==> src/design/tvp_pkg.sv <==
// ----------------------------------------------------------------------------
// tvp_pkg
// shared constants, command codes and helpers of the velocity profiler
// ----------------------------------------------------------------------------
`timescale 1ns / 1ps

package tvp_pkg;

    localparam int FRAC_BITS_DEF = 16;

    // configuration port
    localparam int CFG_AW = 2;
    localparam int CFG_DW = 32;
    localparam logic [CFG_AW-1:0] REG_TARGET  = 2'd0;
    localparam logic [CFG_AW-1:0] REG_MAX_VEL = 2'd1;
    localparam logic [CFG_AW-1:0] REG_ACCEL   = 2'd2;
    localparam logic [CFG_AW-1:0] REG_TICK    = 2'd3;

    localparam logic [30:0] MAX_VEL_RST = 31'd65536;
    localparam logic [30:0] ACCEL_RST   = 31'd65536;
    localparam logic [15:0] TICK_RST    = 16'd655;

    // profile phases
    localparam logic [2:0] PH_IDLE   = 3'd0;
    localparam logic [2:0] PH_ACCEL  = 3'd1;
    localparam logic [2:0] PH_CRUISE = 3'd2;
    localparam logic [2:0] PH_DECEL  = 3'd3;
    localparam logic [2:0] PH_DONE   = 3'd4;

    // datapath operations
    localparam logic [3:0] OP_NOP        = 4'd0;
    localparam logic [3:0] OP_START      = 4'd1;
    localparam logic [3:0] OP_TICK       = 4'd2;
    localparam logic [3:0] OP_CMP1       = 4'd3;
    localparam logic [3:0] OP_CMP2       = 4'd4;
    localparam logic [3:0] OP_SHAPE      = 4'd5;
    localparam logic [3:0] OP_RAMP_TRAP  = 4'd6;
    localparam logic [3:0] OP_TOTAL_TRAP = 4'd7;
    localparam logic [3:0] OP_RAMP_TRI   = 4'd8;
    localparam logic [3:0] OP_PEAK_TRI   = 4'd9;
    localparam logic [3:0] OP_CLASS      = 4'd10;
    localparam logic [3:0] OP_MUL1       = 4'd11;
    localparam logic [3:0] OP_MUL1W      = 4'd12;
    localparam logic [3:0] OP_MUL2       = 4'd13;
    localparam logic [3:0] OP_COV        = 4'd14;
    localparam logic [3:0] OP_POS        = 4'd15;

    typedef struct packed {
        logic [3:0] op;
        logic       iter_start;
        logic       iter_sqrt;
        logic       div_second;
    } cmd_t;

    typedef struct packed {
        logic trap;
        logic iter_done;
    } status_t;

    // clamp an unsigned value to 2^31-1
    function automatic logic [30:0] cap31(input logic [63:0] x);
        logic [30:0] r;
        r = (x > 64'h0000_0000_7FFF_FFFF) ? 31'h7FFF_FFFF : x[30:0];
        return r;
    endfunction

endpackage

==> src/design/tvp_ctrl.sv <==
// ----------------------------------------------------------------------------
// tvp_ctrl
// sequencer of the profiler: steps the datapath through start and sample work
// ----------------------------------------------------------------------------
`timescale 1ns / 1ps

module tvp_ctrl (
    input  logic             aclk,
    input  logic             aresetn,
    input  logic             s_tvalid,
    input  logic             s_kind,
    output logic             s_tready,
    input  logic             m_tready,
    output logic             m_tvalid,
    output tvp_pkg::cmd_t    cmd,
    input  tvp_pkg::status_t status
);
    import tvp_pkg::*;

    localparam logic [4:0] ST_IDLE       = 5'd0;
    localparam logic [4:0] ST_CMP1       = 5'd1;
    localparam logic [4:0] ST_CMP2       = 5'd2;
    localparam logic [4:0] ST_SHAPE      = 5'd3;
    localparam logic [4:0] ST_DIV1       = 5'd4;
    localparam logic [4:0] ST_WAIT1      = 5'd5;
    localparam logic [4:0] ST_RAMP_TRAP  = 5'd6;
    localparam logic [4:0] ST_WAIT2      = 5'd7;
    localparam logic [4:0] ST_TOTAL_TRAP = 5'd8;
    localparam logic [4:0] ST_SQRT       = 5'd9;
    localparam logic [4:0] ST_WAIT3      = 5'd10;
    localparam logic [4:0] ST_RAMP_TRI   = 5'd11;
    localparam logic [4:0] ST_PEAK_TRI   = 5'd12;
    localparam logic [4:0] ST_CLASS      = 5'd13;
    localparam logic [4:0] ST_MUL1       = 5'd14;
    localparam logic [4:0] ST_MUL1W      = 5'd15;
    localparam logic [4:0] ST_MUL2       = 5'd16;
    localparam logic [4:0] ST_COV        = 5'd17;
    localparam logic [4:0] ST_POS        = 5'd18;

    logic [4:0] state_reg, state_next;
    logic       mvalid_reg, mvalid_next;

    // next state and commands
    always_comb begin
        state_next  = state_reg;
        mvalid_next = mvalid_reg && !m_tready;
        cmd         = '0;
        cmd.op      = OP_NOP;
        case (state_reg)
            ST_IDLE: begin
                if (s_tvalid) begin
                    cmd.op     = s_kind ? OP_TICK : OP_START;
                    state_next = s_kind ? ST_CLASS : ST_CMP1;
                end
            end
            ST_CMP1: begin
                cmd.op     = OP_CMP1;
                state_next = ST_CMP2;
            end
            ST_CMP2: begin
                cmd.op     = OP_CMP2;
                state_next = ST_SHAPE;
            end
            ST_SHAPE: begin
                cmd.op     = OP_SHAPE;
                state_next = ST_DIV1;
            end
            ST_DIV1: begin
                cmd.iter_start = 1'b1;
                state_next     = ST_WAIT1;
            end
            ST_WAIT1: begin
                if (status.iter_done) begin
                    state_next = status.trap ? ST_RAMP_TRAP : ST_SQRT;
                end
            end
            ST_RAMP_TRAP: begin
                cmd.op         = OP_RAMP_TRAP;
                cmd.iter_start = 1'b1;
                cmd.div_second = 1'b1;
                state_next     = ST_WAIT2;
            end
            ST_WAIT2: begin
                if (status.iter_done) begin
                    state_next = ST_TOTAL_TRAP;
                end
            end
            ST_TOTAL_TRAP: begin
                cmd.op     = OP_TOTAL_TRAP;
                state_next = ST_CLASS;
            end
            ST_SQRT: begin
                cmd.iter_start = 1'b1;
                cmd.iter_sqrt  = 1'b1;
                state_next     = ST_WAIT3;
            end
            ST_WAIT3: begin
                if (status.iter_done) begin
                    state_next = ST_RAMP_TRI;
                end
            end
            ST_RAMP_TRI: begin
                cmd.op     = OP_RAMP_TRI;
                state_next = ST_PEAK_TRI;
            end
            ST_PEAK_TRI: begin
                cmd.op     = OP_PEAK_TRI;
                state_next = ST_CLASS;
            end
            ST_CLASS: begin
                cmd.op     = OP_CLASS;
                state_next = ST_MUL1;
            end
            ST_MUL1: begin
                cmd.op     = OP_MUL1;
                state_next = ST_MUL1W;
            end
            ST_MUL1W: begin
                cmd.op     = OP_MUL1W;
                state_next = ST_MUL2;
            end
            ST_MUL2: begin
                cmd.op     = OP_MUL2;
                state_next = ST_COV;
            end
            ST_COV: begin
                cmd.op     = OP_COV;
                state_next = ST_POS;
            end
            ST_POS: begin
                // load the output register once the previous transaction has left
                if (!mvalid_reg || m_tready) begin
                    cmd.op      = OP_POS;
                    mvalid_next = 1'b1;
                    state_next  = ST_IDLE;
                end
            end
            default: begin
                state_next = ST_IDLE;
            end
        endcase
    end

    always_ff @(posedge aclk) begin
        if (!aresetn) begin
            state_reg  <= ST_IDLE;
            mvalid_reg <= 1'b0;
        end else begin
            state_reg  <= state_next;
            mvalid_reg <= mvalid_next;
        end
    end

    assign s_tready = (state_reg == ST_IDLE);
    assign m_tvalid = mvalid_reg;

endmodule

==> config.mk <==
export PLATFORM = sky130hd
export DESIGN_NAME = tvp_ctrl
export DESIGN_NICKNAME = d
export VERILOG_FILES = /design/src/design/tvp_pkg.sv /design/src/design/tvp_ctrl.sv
export SDC_FILE = /design/constraint.sdc
export NUM_CORES = 1
export LEC_CHECK = 0
export BUFFER_PORTS_ARGS = -buffer_cell sky130_fd_sc_hd__buf_2
export CORE_AREA = 5 5 42 44
export DETAILED_ROUTE_END_ITERATION = 7
export DIE_AREA = 0 0 47 49
export PLACE_DENSITY = 0.72
export SLEW_MARGIN = 20
export SYNTH_ARGS = -nofsm -noshare
export SYNTH_HDL_FRONTEND = slang
export SYNTH_SLANG_ARGS = --single-unit
==> constraint.sdc <==
create_clock -name aclk -period 2 [get_ports aclk]
set_input_delay 0.1 -clock aclk [delete_from_list [all_inputs] [get_ports aclk]]
set_output_delay 0.1 -clock aclk [all_outputs]
set_load 0.02 [all_outputs]
==> summary.md, run 1 <==
| Metric | Value |
|---|---|
| Critical path class | `reg2out` |
| Post-Syn Area | `roughly 630 um^2` |
| Power Density | `1850 nW/um^2` |
| DPL Wire Length | `1260 um` |
| Yosys top cell by area | `dfxtp_1` |
| Number of flip-flops in the largest register | `5` |
| Hold Buf Count CTS | `0` |
| Clk slew on worst S/H paths | `~40 ps` |
| R2R Path End | `state_reg[2]$_SDFFE_PN0P_` |
| YS warnings | `0` |
| Post-synth EDFFs | `0` |
| Cell count after synthesis | `94` |
| Slew headroom | `68.9%` |
| Worst skew pair latency | `about 240 ps` |
| WHS Endpoint | `state_reg[4]$_SDFFE_PN0P_` |
| IO Pins | `16` |
| VDD IR max | `796 uV` |
| Cells on worst reg2reg path | `5` |
| Hold path cells | `2` |
| Antenna violations before repair | `0` |
| Chip width | `between 40 and 50 um` |
| HP Class | `in2reg` |
| Multi-input logic area | `462 um^2` |
| Seq/Total Area, Yosys | `a little under a fifth` |
| Buffers on Ports | `15` |
| Clock tree from TritonCTS | `built` |
| Die Span Y | `49 um` |
| Total track usage | `15.3%` |
| DRT iter0 DRCs | `28` |
| Final Critical Period | `1850 ps` |
| Share of layout cells above drive strength 1 | `24.1%` |
| Status | `finished, final reports clean` |
| R2R setup slack | `about 370 ps` |
| Setup-failing EPs final | `0` |
| Asr flop ratio synth | `0%` |
| Slew @ Worst Pin | `466 ps` |
| Setup crit end kind | `output port` |
| Period utilization | `between 90% and 100%` |
| Layout Nets | `about 120` |
| Main synth FF type | `dfxtp_1` |
| Synth Register Bits | `6` |
| Library cells used by synthesis | `37` |
| Post-synthesis xor/xnor area fraction | `1.39%` |
| WL/cell | `~13 um` |
| Fin Clk Skew | `around 0.46 ps` |
| Max-Cap Viols | `0` |
| Leakage power | `0.327 nW` |
| Syn Area/Cell | `6.71 um^2` |
| Synth-to-Final Area Change | `17.5%` |
| Simple-Gate Fraction of Synth Area | `34.7%` |
| CP arrival | `~1800 ps` |
| Multiplexer share of the synthesized area | `0%` |
| Starting Density | `45.0%` |
| Setup repair after global routing missed its margin | `false` |
| Reg2Reg Launch Point | `state_reg[3]$_SDFFE_PN0P_` |
| Total grt overflow | `0` |
| Met2 Use GR | `22.6%` |
| Pin count of the biggest net entering global routing | `16` |
| Req. time, crit path | `1900 ps` |
| Complex-gate fraction of the synthesized area | `37.1%` |
| CTS Buf Count | `3` |
| Post-Route WL | `1620 um` |
| CTS Sinks | `6` |
| Die area | `2300 um^2` |
| Setup TNS | `0 ps` |
| Ant. Diodes | `0` |
| Final ANT Viol Nets | `0` |
| Routability cong. | `0.860` |
| Core area | `around 1400 um^2` |
| # fillers | `152` |
| Met3 Track Usage GR | `2.58%` |
| Via density | `5.96` |
| Max Slew Vio Count | `0` |
| Fmax | `approximately 540 MHz` |
| Clk root buf | `clkbuf_4` |
| GR peak layer | `met2` |
| Worst hold slack | `119 ps` |
| Pre-antenna DRT Iters | `4` |
| H-tree levels | `1` |
| Synth Area in Adders | `0%` |
| FF/Latch Area | `120 um^2` |
| M1 GR Usage | `21.1%` |
| First-pass GRT wire length | `2660 um` |
| Max clock buf depth | `2` |
| Top cell type's share of synthesized area | `around a fifth` |
| Largest cells by area after synthesis | `dfxtp_1 (19%), nor2_1 (7.1%), a21oi_1 (6.3%)` |
| Largest family of logic cells by synthesized area | `compound AO/OA/AOI/OAI gates` |
| Vias in the first global route | `606` |
| Final hold vios | `0` |
| Post-Syn Nets | `101` |
| PostCTS Resize Cnt | `0` |
| Via count | `739` |
| Hold wc startpoint | `aresetn` |
| CP max FO | `13` |
| Startpoint Class | `flip-flop` |
| DRC viols | `0` |
| Cell row count | `14` |
| Postcts setup bufs | `0` |
[worst max path at each step]
stage | slack (ps) | from | endpoint
6_report | 150 | state_reg[0]$_SDFFE_PN0P_ | cmd[2]
5_1_grt | 30 | state_reg[0]$_SDFFE_PN0P_ | cmd[2]
4_1_cts | 160 | state_reg[0]$_SDFFE_PN0P_ | cmd[2]
3_5_place_dp | 380 | state_reg[4]$_SDFFE_PN0P_ | state_reg[2]$_SDFFE_PN0P_
3_3_place_gp | 420 | state_reg[4]$_SDFFE_PN0P_ | state_reg[2]$_SDFFE_PN0P_
2_1_floorplan | 430 | state_reg[4]$_SDFFE_PN0P_ | cmd[4]
[report_power, final]
group	internal (mW)	switching [mW]
registers	0.162	0.106
clock network	0.0678	0.0431
logic	0.417	0.571
[Yosys cell counts (4+ instances only)]
master    count
o21ai_0       4
nand2_1       7
nor2b_1       6
dfxtp_1       6
a22oi_1       4
nor2_1       12
o22ai_1       4
clkbuf_1      4
a21oi_1       8
[worst max-delay path, stage by stage (launching register included)]
cell and delay (ps):
dfxtp_1 550, buf_4 250, nor2b_1 330, a22oi_1 120, nor2_1 90, buf_2 170
[logic make-up after synthesis]
logic type	after synthesis
AOI/OAI and AO/OA	34
xor gates and xnor gates	1
buffers and inverters	11
DFF	6
and+or+nand+nor	42
[per-stage QoR]
stage / cells / util (%) / total power [mW] / area (um^2) / setup WS, ps
3_5_place_dp: 121 / 51.2 / 1.25 / 718 / 382
6_report: 124 / 52.9 / 1.37 / 741 / 153
4_1_cts: 124 / 52.9 / 1.36 / 741 / 161
5_1_grt: 124 / 52.9 / 1.50 / 741 / 31.9
2_1_floorplan: 94 / - / 1.01 / 631 / 433
3_3_place_gp: 121 / 51.2 / 1.24 / 718 / 419
[cell usage in the layout, fill, tap and decap left out, types with 4 or more instances in the layout]
cell     count
a21oi_1      8
a22oi_1      4
buf_2       15
buf_4        4
dfxtp_1      6
nand2_1      7
nor2_1      12
nor2b_1      6
o21ai_0      4
o22ai_1      4
[cell type report]
class	count	area share [%]
sequential	6	16.2
multi-input combinational	77	62.3
timing repair buffer	19	14.2
tap	16	2.70
clock buffer	3	3.04
inverter	3	1.52
[per-layer routing]
| layer | up-vias | wire, um |
|---|---|---|
| met4 | 0 | 10 |
| met1 | 339 | 704 |
| met3 | 2 | 82 |
| met2 | 23 | 819 |
| met5 | - | 0 |
| li1 | 375 | - |
Note: power is estimated with default switching activity, not from simulation.
==> run 2: changes to the inputs <==
--- a/config.mk
+++ b/config.mk
@@ -6,10 +6,12 @@
 export NUM_CORES = 1
 export LEC_CHECK = 0
 export BUFFER_PORTS_ARGS = -buffer_cell sky130_fd_sc_hd__buf_2
-export CORE_AREA = 5 5 42 44
+export CELL_PAD_IN_SITES_DETAIL_PLACEMENT = 2
+export CELL_PAD_IN_SITES_GLOBAL_PLACEMENT = 2
+export CORE_AREA = 5 5 55 57
 export DETAILED_ROUTE_END_ITERATION = 7
-export DIE_AREA = 0 0 47 49
-export PLACE_DENSITY = 0.72
+export DIE_AREA = 0 0 60 62
+export PLACE_DENSITY_LB_ADDON = 0.1
 export SLEW_MARGIN = 20
 export SYNTH_ARGS = -nofsm -noshare
 export SYNTH_HDL_FRONTEND = slang
==> summary.md, run 2 (synthesis results as in run 1) <==
| Metric | Value |
|---|---|
| Status | `finished, final reports clean` |
| Leakage power | `0.327 nW` |
| Leading cell type in the layout, fill and taps excluded | `buf_2` |
| CP arrival | `about 1700 ps` |
| Fin Clk Skew | `around 6.5 ps` |
| Critical Path Most Common Cell | `o21ai_0` |
| Fmax | `548 MHz` |
| Setup ws final | `between 150 and 200 ps` |
| Sw Ratio | `54.3%` |
| Slew headroom | `66.5%` |
| Ant. Diodes | `0` |
| Commonest cells after routing, fill and taps aside | `buf_2 (15), nor2_1 (12), a21oi_1 (8)` |
| Chip width | `roughly 60 um` |
| Clk root buf | `clkbuf_4` |
| Max-Cap Viols | `0` |
| VDD IR max | `~600 uV` |
| Final hold vios | `0` |
| Req. time, crit path | `1900 ps` |
| Postcts setup bufs | `0` |
| Clock share of power | `8.0%` |
| Delay-heaviest family, CP | `simple AND/OR/NAND/NOR gates` |
| Routability cong. | `0.752` |
| Setup crit end kind | `output port` |
| Hold path cells | `2` |
| Die Span Y | `approximately 62 um` |
| Max clock buf depth | `2` |
| Startpoint Class | `flip-flop` |
| Die area | `about 3700 um^2` |
| Final Critical Period | `1820 ps` |
| Sequential share of power | `21.0%` |
| Number of flip-flops in the largest register | `5` |
| Final instance area | `between 700 and 800 um^2` |
| Share of layout cells above drive strength 1 | `between 20% and 30%` |
| Post-Route WL | `approximately 2200 um` |
| Internal power | `649 uW` |
| Via density | `5.29` |
| CP max FO | `9` |
| Period utilization | `91.2%` |
| Layout Nets | `117` |
| WL/cell | `15.7 um` |
| Max Slew Vio Count | `0` |
| Cells on worst reg2reg path | `5` |
| Power Density | `1870 nW/um^2` |
| M1 GR Usage | `18.5%` |
| IO Pins | `16` |
| Post-placement cell area | `736 um^2` |
| Worst hold slack | `~150 ps` |
| Clk slew on worst S/H paths | `approximately 50 ps` |
| WHS Endpoint | `state_reg[4]$_SDFFE_PN0P_` |
| GR peak layer | `met2` |
| Total grt overflow | `0` |
| First-pass GRT wire length | `about 3700 um` |
| Reg2Reg Launch Point | `state_reg[1]$_SDFFE_PN0P_` |
| Final Power | `1.42 mW` |
| DRC viols | `0` |
| Core area | `roughly 2400 um^2` |
| CP max stage delay | `400 ps` |
| Cells along the critical path | `nor2_2 -> nand2_1 -> o21ai_0 -> a22oi_1 -> o21ai_0 -> buf_2` |
| Synth-to-Final Area Change | `20.4%` |
| Starting Density | `25.9%` |
| Hold wc startpoint | `aresetn` |
| Total track usage | `13.1%` |
| Setup-failing EPs final | `0` |
| Setup Slack @ Placement | `~350 ps` |
| R2R Path End | `state_reg[2]$_SDFFE_PN0P_` |
| Switching power | `773 uW` |
| # fillers | `304` |
| Comb pwr share | `71.0%` |
| Final ANT Viol Nets | `0` |
| Slew @ Worst Pin | `roughly 500 ps` |
| CP max stage cell | `dfxtp_1` |
| Worst skew pair latency | `roughly 250 ps` |
| Setup TNS | `0 ps` |
| DPL Wire Length | `1670 um` |
| Antenna violations before repair | `0` |
| Pin count of the biggest net entering global routing | `16` |
| Vias in the first global route | `769` |
| Pre-antenna DRT Iters | `4` |
| HP Class | `in2reg` |
| Cell row count | `18` |
| CTS Sinks | `6` |
| Via count | `730` |
| Met2 Use GR | `approximately a fifth` |
| Critical path class | `reg2out` |
| H-tree levels | `1` |
| Clock tree from TritonCTS | `built` |
| DRT iter0 DRCs | `32` |
| Buffers on Ports | `15` |
| Worst path bufs/invs | `1` |
| Setup repair after global routing missed its margin | `false` |
| Met3 Track Usage GR | `1.45%` |
| CTS Buf Count | `3` |
| R2R setup slack | `320 ps` |
## run 2: cell counts in the layout (fill, tap and decap cells not counted)
Identical to the previous run, type by type.
## run 2: what timing repair did
action,in CTS,in global routing
hold buffers,0,0
resized for setup,0,1
setup endpoints to repair,0,2
## run 2: worst max path at each step
stage | startpoint | cells after the start | slack (ps) | end
CTS | state_reg[0]$_SDFFE_PN0P_ | 5 | 80 | cmd[2]
floorplan | state_reg[4]$_SDFFE_PN0P_ | 5 | 430 | cmd[4]
detailed placement | state_reg[0]$_SDFFE_PN0P_ | 5 | 350 | state_reg[2]$_SDFFE_PN0P_
finish | state_reg[2]$_SDFFE_PN0P_ | 6 | 180 | cmd[4]
global route | state_reg[2]$_SDFFE_PN0P_ | 6 | 10 | cmd[4]
global placement | state_reg[2]$_SDFFE_PN0P_ | 5 | 320 | state_reg[1]$_SDFFE_PN0P_
## run 2: area by class of cell
class                      instances  area (um^2)  area share [%]
tap                               30         37.5            4.94
clock buffer                       3         22.5            2.97
timing repair buffer              19          105            13.8
inverter                           3         11.3            1.48
sequential                         6          121            16.0
multi-input combinational         77          462            60.8
## run 2: metrics by stage
step	utilization, %	cells
final	31.2	138
after global routing	31.2	138
after CTS	31.2	138
after detailed placement	30.2	135
after global placement	30.2	135
after floorplan	-	94
## run 2: power groups by stage
stage | sequential [mW] | combinational (mW) | clock [mW]
floorplan | 0.193 | 0.818 | 0
global placement | 0.298 | 1.01 | 0
detailed placement | 0.298 | 1.01 | 0
CTS | 0.297 | 1.02 | 0.122
global route | 0.318 | 1.12 | 0.123
finish | 0.299 | 1.01 | 0.113
## run 2: per-layer routing
| metal | vias to the layer above | wire length (um) |
|---|---|---|
| met5 | - | 0 |
| met4 | 0 | 6 |
| met3 | 2 | 82 |
| met2 | 11 | 935 |
| met1 | 348 | 1140 |
| li1 | 369 | - |
==> run 3: changes to the inputs <==
--- a/config.mk
+++ b/config.mk
@@ -5,6 +5,7 @@
 export SDC_FILE = /design/constraint.sdc
 export NUM_CORES = 1
 export LEC_CHECK = 0
+export ABC_AREA = 0
 export BUFFER_PORTS_ARGS = -buffer_cell sky130_fd_sc_hd__buf_2
 export CELL_PAD_IN_SITES_DETAIL_PLACEMENT = 2
 export CELL_PAD_IN_SITES_GLOBAL_PLACEMENT = 2
@@ -16,3 +17,4 @@
 export SYNTH_ARGS = -nofsm -noshare
 export SYNTH_HDL_FRONTEND = slang
 export SYNTH_SLANG_ARGS = --single-unit
+export TNS_END_PERCENT = 5
==> constraint.sdc (replaced) <==
create_clock -name aclk -period 1.7 [get_ports aclk]
set_input_delay 0.085 -clock aclk [delete_from_list [all_inputs] [get_ports aclk]]
set_output_delay 0.085 -clock aclk [all_outputs]
set_load 0.02 [all_outputs]
==> summary.md, run 3 (synthesis results as in run 1) <==
| Metric | Value |
|---|---|
| DPL Wire Length | `approximately 1800 um` |
| Post-Route WL | `2290 um` |
| Total grt overflow | `0` |
| Via density | `5.33` |
| CP max FO | `10` |
| CP arrival | `roughly 1500 ps` |
| Final ANT Viol Nets | `0` |
| Slew headroom | `75.4%` |
| WL/cell | `16.0 um` |
| Startpoint Class | `flip-flop` |
| Hold Buf Count CTS | `0` |
| CTS Buf Count | `3` |
| Total track usage | `13.7%` |
| VDD IR max | `755 uV` |
| Final core occ | `34.0%` |
| Max clock buf depth | `2` |
| Chip width | `60 um` |
| R2R setup slack | `roughly 200 ps` |
| Status | `finished, final reports clean` |
| Max Slew Vio Count | `0` |
| Vias in the first global route | `796` |
| Commonest cells after routing, fill and taps aside | `buf_2 (13), nor2_1 (12), buf_4 (11)` |
| Power Density | `2230 nW/um^2` |
| Synth-to-Final Area Change | `31.0%` |
| Die Span Y | `62 um` |
| Fmax | `639 MHz` |
| R2R Path End | `state_reg[2]$_SDFFE_PN0P_` |
| Critical Path Most Common Cell | `nor2_1` |
| Setup crit end kind | `output port` |
| Share of layout cells above drive strength 1 | `34.5%` |
| Cells on worst reg2reg path | `5` |
| First-pass GRT wire length | `3820 um` |
| CTS Sinks | `6` |
| Hold path cells | `2` |
| IO Pins | `16` |
| Setup repair after global routing missed its margin | `false` |
| Reg2Reg Launch Point | `state_reg[3]$_SDFFE_PN0P_` |
| Delay-heaviest family, CP | `flip-flops` |
| HP Class | `in2reg` |
| Postcts setup bufs | `0` |
| Starting Density | `around a quarter` |
| Req. time, crit path | `1620 ps` |
| Antenna violations before repair | `0` |
| Pre-antenna DRT Iters | `3` |
| Clk slew on worst S/H paths | `50 ps` |
| CP max stage cell | `dfxtp_2` |
| Final Critical Period | `around 1600 ps` |
| Setup TNS | `0 ps` |
| DRT iter0 DRCs | `12` |
| WHS Endpoint | `state_reg[4]$_SDFFE_PN0P_` |
| Clock tree from TritonCTS | `built` |
| Critical path class | `reg2out` |
| Pin count of the biggest net entering global routing | `13` |
| Final Power | `1.84 mW` |
| Worst path bufs/invs | `2` |
| Setup-failing EPs final | `0` |
| Fin Clk Skew | `4.34 ps` |
| Number of flip-flops in the largest register | `5` |
| # fillers | `about 320` |
| Slew @ Worst Pin | `about 370 ps` |
| Core area | `2430 um^2` |
| Worst skew pair latency | `250 ps` |
| CP max stage delay | `350 ps` |
| Hold wc startpoint | `aresetn` |
| Ant. Diodes | `0` |
| Cells along the critical path | `buf_4 -> nor2_1 -> nor2_1 -> a22oi_1 -> o22ai_1 -> buf_2` |
| Buffers on Ports | `15` |
| Layout Nets | `122` |
| Max-Cap Viols | `0` |
| Leakage power | `between 0.3 and 0.4 nW` |
| Period utilization | `92.0%` |
| Via count | `762` |
| Cell row count | `18` |
| DRC viols | `0` |
| Routability cong. | `between 0.7 and 0.8` |
| Final hold vios | `0` |
| Leading cell type in the layout, fill and taps excluded | `buf_2` |
| Clk root buf | `clkbuf_4` |
| Die area | `3720 um^2` |
| Setup ws final | `135 ps` |
| Setup Slack @ Placement | `about 76 ps` |
| H-tree levels | `1` |
[run 3: stage by stage]
| step | instance area, um^2 | cells | hold WS [ps] |
|---|---|---|---|
| 3_5_place_dp | 773 | 140 | 381 |
| 2_1_floorplan | 631 | 94 | 207 |
| 5_1_grt | 826 | 143 | 144 |
| 4_1_cts | 805 | 143 | 126 |
| 3_3_place_gp | 773 | 140 | 368 |
| 6_report | 826 | 143 | 122 |
[run 3: worst max-delay path by stage]
stage                                    from                        end  slack (ps)  cells past startpoint
global route              m_tvalid$_SDFF_PN0_                     cmd[3]          10                      5
CTS                 state_reg[0]$_SDFFE_PN0P_                     cmd[2]           7                      5
global placement    state_reg[0]$_SDFFE_PN0P_                     cmd[2]         180                      5
floorplan           state_reg[4]$_SDFFE_PN0P_                     cmd[4]         150                      5
detailed placement  state_reg[4]$_SDFFE_PN0P_  state_reg[2]$_SDFFE_PN0P_          80                      5
finish              state_reg[1]$_SDFFE_PN0P_                     cmd[5]         140                      6
[run 3: area by class of cell]
type / count / area (um^2) / area share [%]
sequential: 6 / 129 / 15.6
inverter: 3 / 11.3 / 1.36
timing repair buffer: 24 / 148 / 17.9
clock buffer: 3 / 22.5 / 2.73
tap: 30 / 37.5 / 4.55
multi-input combinational: 77 / 478 / 57.9
[run 3: power by group]
group,internal (mW),leakage [nW],switching (mW),total [mW]
Sequential,0.201,0.0513,0.0980,0.299
Clock,0.0801,0.0138,0.0546,0.135
Combinational,0.596,0.295,0.809,1.40
Total,0.877,0.361,0.961,1.84
[run 3: metal layers]
metal / track usage (%) / share of wire [%] / vias to the layer above
li1: - / - / 384
met1: 18.8 / 50 / 359
met2: 21.6 / 45 / 14
met3: 1.86 / 3.2 / 5
met4: 5.70 / 1.6 / 0
met5: 0 / 0 / -
[run 3: timing repair]
action | in CTS | in global routing
resized for setup | 3 | 10
endpoints found under the setup margin | 4 | 6
pin swaps | 0 | 1
gates cloned | 0 | 0
